$ cat src/rtl/sap_pkg.sv
// Shared types and constants for the shelf atlas packer.
package sap_pkg;

  localparam logic OP_PLACE = 1'b0;
  localparam logic OP_PIXEL = 1'b1;

  typedef enum logic [1:0] {
    ST_PLACED  = 2'd0,
    ST_NO_ROOM = 2'd1,
    ST_PIXEL   = 2'd2,
    ST_IGNORED = 2'd3
  } status_t;

  localparam int COL_W  = 11;
  localparam int ROW_W  = 14;
  localparam int ADDR_W = 23;

  localparam logic [COL_W-1:0] COL_SAT = 11'd2047;
  localparam logic [ROW_W-1:0] ROW_SAT = 14'd16383;

  // Depth of the queue between the front and the back.
  localparam int Q_DEPTH = 2;

  typedef struct packed {
    logic       opcode;
    logic [7:0] glyph_width;
    logic [7:0] glyph_height;
    logic [7:0] coverage;
  } in_word_t;

  typedef struct packed {
    logic [1:0]        status;
    logic [9:0]        origin_x;
    logic [12:0]       origin_y;
    logic [13:0]       atlas_rows;
    logic              grew;
    logic [ADDR_W-1:0] write_address;
    logic [7:0]        write_value;
    logic              last;
  } out_word_t;

  typedef struct packed {
    logic       is_place;
    logic       size_ok;
    logic [7:0] w;
    logic [7:0] h;
    logic [7:0] cov;
  } cmd_t;

endpackage

$ cat src/rtl/sap_front.sv
// Input front: takes request words and classifies them into queue commands.
module sap_front #(
  parameter int MAX_GLYPH = 255
) (
  input  logic              req_valid,
  output logic              req_ready,
  input  sap_pkg::in_word_t req,
  input  logic              q_full,
  output logic              push,
  output sap_pkg::cmd_t     cmd
);
  import sap_pkg::*;

  localparam int GB = $clog2(MAX_GLYPH + 1);
  localparam int GW = (GB > 8) ? GB : 8;
  localparam logic [GW-1:0] MAXG = GW'(MAX_GLYPH);

  logic w_ok;
  logic h_ok;

  assign req_ready = !q_full;
  assign push      = req_valid && req_ready;

  // A glyph size is usable only when both sides are nonzero and within the limit.
  assign w_ok = (req.glyph_width != 8'd0) && (GW'(req.glyph_width) <= MAXG);
  assign h_ok = (req.glyph_height != 8'd0) && (GW'(req.glyph_height) <= MAXG);

  always_comb begin
    cmd.is_place = (req.opcode == OP_PLACE);
    cmd.size_ok  = w_ok && h_ok;
    cmd.w        = req.glyph_width;
    cmd.h        = req.glyph_height;
    cmd.cov      = req.coverage;
  end

endmodule

$ cat src/rtl/sap_queue.sv
// Short command queue that decouples the front from the back.
module sap_queue (
  input  logic          clk,
  input  logic          rst,
  input  logic          push,
  input  sap_pkg::cmd_t push_cmd,
  input  logic          pop,
  output logic          full,
  output logic          not_empty,
  output sap_pkg::cmd_t head
);
  import sap_pkg::*;

  localparam int PW = $clog2(Q_DEPTH);
  localparam int CW = $clog2(Q_DEPTH + 1);

  cmd_t          slots [Q_DEPTH];
  logic [PW-1:0] wr_ptr;
  logic [PW-1:0] rd_ptr;
  logic [CW-1:0] count;

  assign full      = (count == CW'(Q_DEPTH));
  assign not_empty = (count != '0);
  assign head      = slots[rd_ptr];

  always_ff @(posedge clk) begin
    if (push) begin
      slots[wr_ptr] <= push_cmd;
    end
  end

  always_ff @(posedge clk) begin
    if (rst) begin
      wr_ptr <= '0;
      rd_ptr <= '0;
      count  <= '0;
    end else begin
      if (push) begin
        wr_ptr <= wr_ptr + PW'(1);
      end
      if (pop) begin
        rd_ptr <= rd_ptr + PW'(1);
      end
      if (push && !pop) begin
        count <= count + CW'(1);
      end else if (pop && !push) begin
        count <= count - CW'(1);
      end
    end
  end

endmodule

$ cat src/rtl/sap_back.sv
// Execution back end: shelf allocation, pixel addressing and the result register.
module sap_back #(
  parameter int ATLAS_WIDTH  = 1024,
  parameter int START_HEIGHT = 1024,
  parameter int MAX_HEIGHT   = 8192,
  parameter int PAD          = 2
) (
  input  logic               clk,
  input  logic               rst,
  input  logic               q_valid,
  input  sap_pkg::cmd_t      cmd,
  output logic               pop,
  output logic               rsp_valid,
  input  logic               rsp_ready,
  output sap_pkg::out_word_t rsp
);
  import sap_pkg::*;

  localparam int HW  = $clog2(MAX_HEIGHT + 1);
  localparam int AWB = $clog2(ATLAS_WIDTH + 1);
  localparam int XW  = (AWB > 12) ? AWB : 12;
  localparam int YW  = (HW + 1 > 15) ? HW + 1 : 15;
  localparam int PRW = 15 + AWB;

  localparam logic [XW-1:0]  AW_X   = XW'(ATLAS_WIDTH);
  localparam logic [XW-1:0]  PAD_X  = XW'(PAD);
  localparam logic [YW-1:0]  PAD_Y  = YW'(PAD);
  localparam logic [YW-1:0]  MAXH_Y = YW'(MAX_HEIGHT);
  localparam logic [14:0]    PAD_R  = 15'(PAD);
  localparam logic [PRW-1:0] AW_P   = PRW'(ATLAS_WIDTH);

  // Allocator and streaming state.
  logic [COL_W-1:0] shelf_col, shelf_col_next;
  logic [ROW_W-1:0] shelf_row, shelf_row_next;
  logic [7:0]       shelf_tallest, shelf_tallest_next;
  logic [HW-1:0]    atlas_h, atlas_h_next;
  logic             active, active_next;
  logic [7:0]       w_held, w_held_next;
  logic [7:0]       h_held, h_held_next;
  logic [COL_W-1:0] base_x, base_x_next;
  logic [ROW_W-1:0] base_y, base_y_next;
  logic [7:0]       pix_row, pix_row_next;
  logic [7:0]       pix_col, pix_col_next;

  out_word_t        res;
  logic             fire;

  logic [XW-1:0]    col_now_sum;
  logic             move;
  logic [14:0]      row_step;
  logic [ROW_W-1:0] row_moved;
  logic [ROW_W-1:0] row_eff;
  logic [COL_W-1:0] col_eff;
  logic [7:0]       tall_eff;
  logic [XW-1:0]    col_adv;
  logic [COL_W-1:0] col_adv_sat;
  logic             x_ok;
  logic [YW-1:0]    need;
  logic [YW-1:0]    h_now;
  logic [YW-1:0]    h_dbl;
  logic [14:0]      row_sum;
  logic [11:0]      col_sum;
  logic [PRW-1:0]   prod;
  logic [ADDR_W-1:0] addr;
  logic             col_wrap;
  logic             row_wrap;
  logic             ok;

  assign fire = q_valid && (!rsp_valid || rsp_ready);
  assign pop  = fire;

  // A glyph that overruns the current shelf opens a new shelf below the tallest glyph.
  assign col_now_sum = XW'(shelf_col) + XW'(cmd.w) + PAD_X;
  assign move        = col_now_sum > AW_X;
  assign row_step    = 15'(shelf_row) + 15'(shelf_tallest) + PAD_R;
  assign row_moved   = (row_step > 15'(ROW_SAT)) ? ROW_SAT : row_step[ROW_W-1:0];
  assign row_eff     = move ? row_moved : shelf_row;
  assign col_eff     = move ? COL_W'(PAD) : shelf_col;
  assign tall_eff    = move ? 8'd0 : shelf_tallest;
  assign col_adv     = XW'(col_eff) + XW'(cmd.w) + PAD_X;
  assign x_ok        = col_adv <= AW_X;
  assign col_adv_sat = (col_adv > XW'(COL_SAT)) ? COL_SAT : col_adv[COL_W-1:0];
  assign need        = YW'(row_eff) + YW'(cmd.h) + PAD_Y;
  assign h_now       = YW'(atlas_h);
  assign h_dbl       = h_now << 1;

  // Pixel address is (base_y + row) * width + base_x + column.
  assign row_sum  = 15'(base_y) + 15'(pix_row);
  assign col_sum  = 12'(base_x) + 12'(pix_col);
  assign prod     = PRW'(row_sum) * AW_P;
  assign addr     = ADDR_W'(prod + PRW'(col_sum));
  assign col_wrap = (9'(pix_col) + 9'd1) >= 9'(w_held);
  assign row_wrap = (9'(pix_row) + 9'd1) >= 9'(h_held);

  always_comb begin
    shelf_col_next     = shelf_col;
    shelf_row_next     = shelf_row;
    shelf_tallest_next = shelf_tallest;
    atlas_h_next       = atlas_h;
    active_next        = active;
    w_held_next        = w_held;
    h_held_next        = h_held;
    base_x_next        = base_x;
    base_y_next        = base_y;
    pix_row_next       = pix_row;
    pix_col_next       = pix_col;
    ok                 = 1'b0;

    res               = '0;
    res.status        = ST_NO_ROOM;

    if (cmd.is_place) begin
      active_next = 1'b0;
      if (cmd.size_ok) begin
        if (move) begin
          shelf_row_next     = row_moved;
          shelf_col_next     = col_eff;
          shelf_tallest_next = 8'd0;
        end
        if (x_ok) begin
          if (need <= h_now) begin
            ok = 1'b1;
          end else if (h_dbl <= MAXH_Y) begin
            // The atlas grows once even if the glyph still does not fit.
            atlas_h_next = HW'(h_dbl);
            res.grew     = 1'b1;
            ok           = (need <= h_dbl);
          end
        end
        if (ok) begin
          res.status         = ST_PLACED;
          res.origin_x       = 10'(col_eff);
          res.origin_y       = 13'(row_eff);
          base_x_next        = col_eff;
          base_y_next        = row_eff;
          w_held_next        = cmd.w;
          h_held_next        = cmd.h;
          pix_row_next       = 8'd0;
          pix_col_next       = 8'd0;
          active_next        = 1'b1;
          shelf_col_next     = col_adv_sat;
          shelf_tallest_next = (cmd.h > tall_eff) ? cmd.h : tall_eff;
        end
      end
    end else if (!active) begin
      res.status = ST_IGNORED;
    end else begin
      res.status        = ST_PIXEL;
      res.write_address = addr;
      res.write_value   = cmd.cov;
      if (col_wrap) begin
        pix_col_next = 8'd0;
        if (row_wrap) begin
          res.last     = 1'b1;
          active_next  = 1'b0;
          pix_row_next = 8'd0;
        end else begin
          pix_row_next = pix_row + 8'd1;
        end
      end else begin
        pix_col_next = pix_col + 8'd1;
      end
    end

    res.atlas_rows = 14'(atlas_h_next);
  end

  always_ff @(posedge clk) begin
    if (rst) begin
      shelf_col     <= COL_W'(PAD);
      shelf_row     <= ROW_W'(PAD);
      shelf_tallest <= 8'd0;
      atlas_h       <= HW'(START_HEIGHT);
      active        <= 1'b0;
      pix_row       <= 8'd0;
      pix_col       <= 8'd0;
      rsp_valid     <= 1'b0;
    end else begin
      if (fire) begin
        shelf_col     <= shelf_col_next;
        shelf_row     <= shelf_row_next;
        shelf_tallest <= shelf_tallest_next;
        atlas_h       <= atlas_h_next;
        active        <= active_next;
        pix_row       <= pix_row_next;
        pix_col       <= pix_col_next;
        rsp_valid     <= 1'b1;
      end else if (rsp_ready) begin
        rsp_valid <= 1'b0;
      end
    end
  end

  // Glyph geometry and the result word carry no reset.
  always_ff @(posedge clk) begin
    if (fire) begin
      w_held <= w_held_next;
      h_held <= h_held_next;
      base_x <= base_x_next;
      base_y <= base_y_next;
      rsp    <= res;
    end
  end

`ifndef SYNTHESIS
  a_fire_loads_result: assert property (@(posedge clk) disable iff (rst)
    fire |=> rsp_valid)
    else $error("result register not loaded after a command was executed");

  a_pixel_inside_glyph: assert property (@(posedge clk) disable iff (rst)
    active |-> (pix_col < w_held) && (pix_row < h_held))
    else $error("pixel counters ran outside the active glyph");

  a_height_bounded: assert property (@(posedge clk) disable iff (rst)
    YW'(atlas_h) <= MAXH_Y)
    else $error("atlas height exceeds its maximum");

  a_grew_on_place: assert property (@(posedge clk) disable iff (rst)
    rsp_valid && rsp.grew |-> (rsp.status == ST_PLACED) || (rsp.status == ST_NO_ROOM))
    else $error("growth reported on a pixel word");

  a_held_result_stable: assert property (@(posedge clk) disable iff (rst)
    rsp_valid && !rsp_ready |=> !pop || $past(q_valid) == 1'b0 || $stable(rsp))
    else $error("pending result overwritten while stalled");
`endif

endmodule

$ cat src/rtl/shelf_atlas_packer.sv
// Top level of the shelf atlas packer: front, command queue and back end.
//
// Request channel (req_valid / req_ready / req): each word is either a place
// request (opcode 0, glyph width and height) or one coverage byte of the glyph
// that was placed last, in row-major order.
// Response channel (rsp_valid / rsp_ready / rsp): exactly one word per request
// word, in order: glyph origin or no room for a place request, atlas write
// address and value for a coverage byte, or ignored if no glyph is streaming.
// An accepted word is registered in the two-entry queue, then the back end loads
// the result register from the queue head, which presents it on rsp.
// Throughput: one word per cycle unless the receiver stalls; the back end does
// all shelf arithmetic and the pixel address multiply combinationally, so
// nothing iterates.
// Reset clears the shelves to the pad offset, sets the atlas height to
// START_HEIGHT and drops any glyph that was streaming.
// When the receiver stalls, the result register holds its word, the queue fills,
// and req_ready falls once both queue entries are taken.
module shelf_atlas_packer #(
  parameter int ATLAS_WIDTH  = 1024,
  parameter int START_HEIGHT = 1024,
  parameter int MAX_HEIGHT   = 8192,
  parameter int PAD          = 2,
  parameter int MAX_GLYPH    = 255
) (
  input  logic               clk,
  input  logic               rst,
  input  logic               req_valid,
  output logic               req_ready,
  input  sap_pkg::in_word_t  req,
  output logic               rsp_valid,
  input  logic               rsp_ready,
  output sap_pkg::out_word_t rsp
);
  import sap_pkg::*;

  cmd_t push_cmd;
  cmd_t head;
  logic push;
  logic pop;
  logic q_full;
  logic q_valid;

  sap_front #(
    .MAX_GLYPH (MAX_GLYPH)
  ) u_front (
    .req_valid (req_valid),
    .req_ready (req_ready),
    .req       (req),
    .q_full    (q_full),
    .push      (push),
    .cmd       (push_cmd)
  );

  sap_queue u_queue (
    .clk       (clk),
    .rst       (rst),
    .push      (push),
    .push_cmd  (push_cmd),
    .pop       (pop),
    .full      (q_full),
    .not_empty (q_valid),
    .head      (head)
  );

  sap_back #(
    .ATLAS_WIDTH  (ATLAS_WIDTH),
    .START_HEIGHT (START_HEIGHT),
    .MAX_HEIGHT   (MAX_HEIGHT),
    .PAD          (PAD)
  ) u_back (
    .clk       (clk),
    .rst       (rst),
    .q_valid   (q_valid),
    .cmd       (head),
    .pop       (pop),
    .rsp_valid (rsp_valid),
    .rsp_ready (rsp_ready),
    .rsp       (rsp)
  );

endmodule
$ cat config.mk
export PLATFORM = sky130hd
export DESIGN_NAME = shelf_atlas_packer
export DESIGN_NICKNAME = d
export VERILOG_FILES = /design/src/rtl/sap_pkg.sv /design/src/rtl/sap_front.sv /design/src/rtl/sap_queue.sv /design/src/rtl/sap_back.sv /design/src/rtl/shelf_atlas_packer.sv
export SDC_FILE = /design/constraint.sdc
export NUM_CORES = 1
export LEC_CHECK = 0
export BUFFER_PORTS_ARGS = -buffer_cell sky130_fd_sc_hd__buf_2
export CAP_MARGIN = 20
export CORE_MARGIN = 3
export CORE_UTILIZATION = 55
export DETAILED_ROUTE_END_ITERATION = 8
export PLACE_DENSITY_LB_ADDON = 0.1
export SLEW_MARGIN = 20
export SYNTH_ARGS = -nofsm -noshare
export SYNTH_HDL_FRONTEND = slang
export SYNTH_SLANG_ARGS = --single-unit
$ cat constraint.sdc
create_clock -name clk -period 12.5 [get_ports clk]
set_clock_uncertainty 0.15 [all_clocks]
set_input_delay 0.625 -clock clk [delete_from_list [all_inputs] [get_ports clk]]
set_output_delay 0.625 -clock clk [all_outputs]
set_load 0.01 [all_outputs]
==> flow_metrics.py <==
metrics = {
    "sta": {
        "finalHoldViolCount": 0,
        "rsz0062_at_grt": "false",
        "worst_slew_pin_slew_ns": 0.967,
        "setup_viol": 0,
        "min_period_over_period_pct": 80.2,
        "worst_slack_ns": 2.48,
        "fin_tns_setup_ns": 0,
        "period_needed_ns": 10.02,
        "drv_slew": 0,
        "max_freq_mhz": 99.8,
        "relSlewSlack_pct": 35.2,
    },
    "clocking": {
        "clk_latency_ns": 0.53,
        "cts_hold_buf": 0,
        "clock_sinks": 234,
        "path_clk_slew_ns": 0.06,
        "cts_resized": 0,
        "cts_root_buffer": "clkbuf_16",
        "postCtsSetupBuffers": 0,
        "cts_max_level": 1,
        "cts-buffers-inserted": 26,
        "clockBufferDepth": 3,
        "cts_tree": "done",
    },
    "die": {
        "ioPinCount": 103,
        "fp.dieH_um": 163,
        "core_area_mm2": 0.0238,
        "start_util_pct": 56.8,
        "dieArea_mm2": 0.0265,
        "num_rows": 56,
        "die_w_um": 163,
    },
    "yosys": {
        "netlist_top_cells_area": "edfxtp_1, ha_1, dfxtp_1",
        "avgSynthCellArea_um2": 10.4,
        "synth.distinct_cells": 78,
        "syn_area_mm2": 0.0135,
        "ys_seq_area_share_pct": 46.8,
        "ys_ff_latch": 234,
        "syn_nets": 1476,
        "synth_flop_cell": "edfxtp_1",
        "synth_top_area_share_pct": 36.4,
        "ys_warn_count": 0,
        "synth_top_area_cell": "edfxtp_1",
        "ys_async_sr_fraction_pct": 0,
        "syn_inst": 1305,
        "synth-edff-count": 164,
    },
    "critical_path": {
        "path_class": "reg -> reg",
        "critical_path.slowest_cell": "dfxtp_1",
        "slowest_delay_ns": 0.75,
        "cp-end-kind": "flop",
        "setup.worst_path.end": "u_back.w_held[3]",
        "start_kind": "flop",
        "path_buf_inv": 5,
        "cp.required_ns": 12.51,
        "rr_worst_depth": 37,
        "r2r_end": "u_back.w_held[3]",
        "cp_num_cells": 37,
        "cp_max_fo": 45,
        "crit_family": "compound AO/OA/AOI/OAI gates",
        "r2r_setup_slack_ns": 2.48,
        "worstPathArrival_ns": 10.03,
    },
    "final_layout": {
        "fin_cells": 1748,
        "finalCoreUtilization_pct": 64.1,
        "final_nets": 1580,
        "areaGrowthSynthToFinish_pct": 12.9,
        "diodes": 0,
        "drive_above_1_share_pct": 14.1,
    },
    "routing": {
        "drtIter0Drc": 800,
        "viasPerCell": 5.79,
        "route.detailed.drc": 0,
        "totalWireLength_um": 31700,
        "antenna_left": 0,
        "wl_met2_um": 14600,
        "highest_layer": "met4",
        "wl_per_cell_um": 18.1,
        "wl_met3_um": 1850,
        "vias": 10121,
        "drt-met1-wl_um": 14600,
        "dr.pass1.iters": 5,
    },
    "global_routing": {
        "antenna_found_initial": 0,
        "grt_pass1_wl_um": 50900,
        "grt_max_degree": 64,
        "grt_pass1_vias": 9739,
        "grt_usage_pct": 24.1,
        "gr-total-overflow": 0,
    },
    "placed_design": {
        "dpl.hpwl_um": 23900,
        "dp_slack_ns": 2.65,
        "dp_cells": 1700,
        "place.gp.congestion": 0.935,
        "port_buffers": 102,
    },
    "flow_run": {
        "max_cap_violations": 0,
    },
    "worst_hold_path": {
        "hold_class": "in -> reg",
    },
    "power": {
        "peakVddDrop_v": 0.000179,
        "p_per_area_mw_per_mm2": 204,
        "leakage_nw": 6.33,
    },
    "run_status": {
        "status": "finished, final reports clean",
    },
}
==> logic make-up (layout without fill, tap and decap cells) <==
logic type	after synthesis	count (layout)	synth area share [%]
DFF	234	234	46.8
adders and majority gates	142	142	13.5
AOI/OAI and AO/OA	288	288	13.9
buffers and inverters	121	245	3.51
muxes	43	43	3.35
and+or+nand+nor	415	415	15.0
xor gates and xnor gates	62	62	4.01
==> registers in the layout, indices dropped and copies added (netlist names), named ones only <==
name and flops:
u_queue.rd_ptr 1, u_back.atlas_h 14, u_back.rsp_valid 1, u_back.w_held 8
u_back.pix_col 8, u_back.h_held 8, u_back.shelf_row 14, u_queue.count 2
u_queue.wr_ptr 1, u_back.rsp 72, u_back.base_y 13, u_back.base_x 11
u_back.pix_row 8, u_back.shelf_col 11, u_back.shelf_tallest 8, u_back.active 1
u_queue.slots 52
==> layer usage <==
layer	global-route usage, %	vias up
met2	39.7	287
li1	-	4998
met3	3.38	52
met1	34.0	4784
met5	0	-
met4	5.38	0
==> power breakdown <==
| part | internal [mW] | switching, mW |
|---|---|---|
| Combinational | 0.442 | 0.745 |
| Sequential | 1.07 | 0.0739 |
| Clock | 0.483 | 0.305 |
==> layout make-up <==
cell class | count | area (um2)
fillers | 1963 | 8540
multi-input cells | 950 | 6740
flip-flops and latches | 234 | 6330
clock buffers | 35 | 756
repair buffers | 115 | 608
well taps | 319 | 399
inverters | 82 | 309
clock inverters | 13 | 138
==> layout by cell type, fill, tap and decap left out, types with 27 or more instances in the layout <==
cell type and n:
a21oi_1 78, buf_2 102, clkbuf_16 27, dfxtp_1 70
edfxtp_1 164, ha_1 136, inv_1 80, mux2i_1 27
nand2_1 109, nand3_1 37, nor2_1 107, o21ai_0 71
xnor2_1 37
==> metrics by stage <==
step,power (mW),hold slack (ns),instance area [um2]
CTS,3.13,0.117,15300
floorplan,1.97,0.299,13500
global placement,2.32,0.316,14400
detailed placement,2.34,0.323,14400
global route,3.32,0.119,15300
finish,3.12,0.138,15300
==> synthesized netlist by cell type, drive strengths merged (12+ instances only) <==
master / instances
edfxtp: 164
ha: 136
nand2: 109
nor2: 109
inv: 82
a21oi: 79
o21ai: 74
dfxtp: 70
nand3: 38
xnor2: 37
mux2i: 28
and3: 26
clkbuf: 25
xor2: 25
a21o: 23
nor3: 21
nand2b: 18
a31oi: 16
and2: 16
nor2b: 16
o21a: 16
mux2: 15
buf: 14
a211oi: 13
nand4: 13
nor4: 12
==> how the worst min path moves through the flow <==
stage                         from             endpoint  cells past startpoint
2_1_floorplan  u_back.shelf_col[1]  u_back.shelf_col[1]                      2
3_3_place_gp   u_back.shelf_row[0]  u_back.shelf_row[0]                      2
3_5_place_dp   u_back.shelf_row[0]  u_back.shelf_row[0]                      2
4_1_cts                     req[5]  u_queue.slots[0][5]                      1
5_1_grt                     req[5]  u_queue.slots[1][5]                      1
6_report                    req[3]  u_queue.slots[0][3]                      1
(Power assumes the default switching activity.)
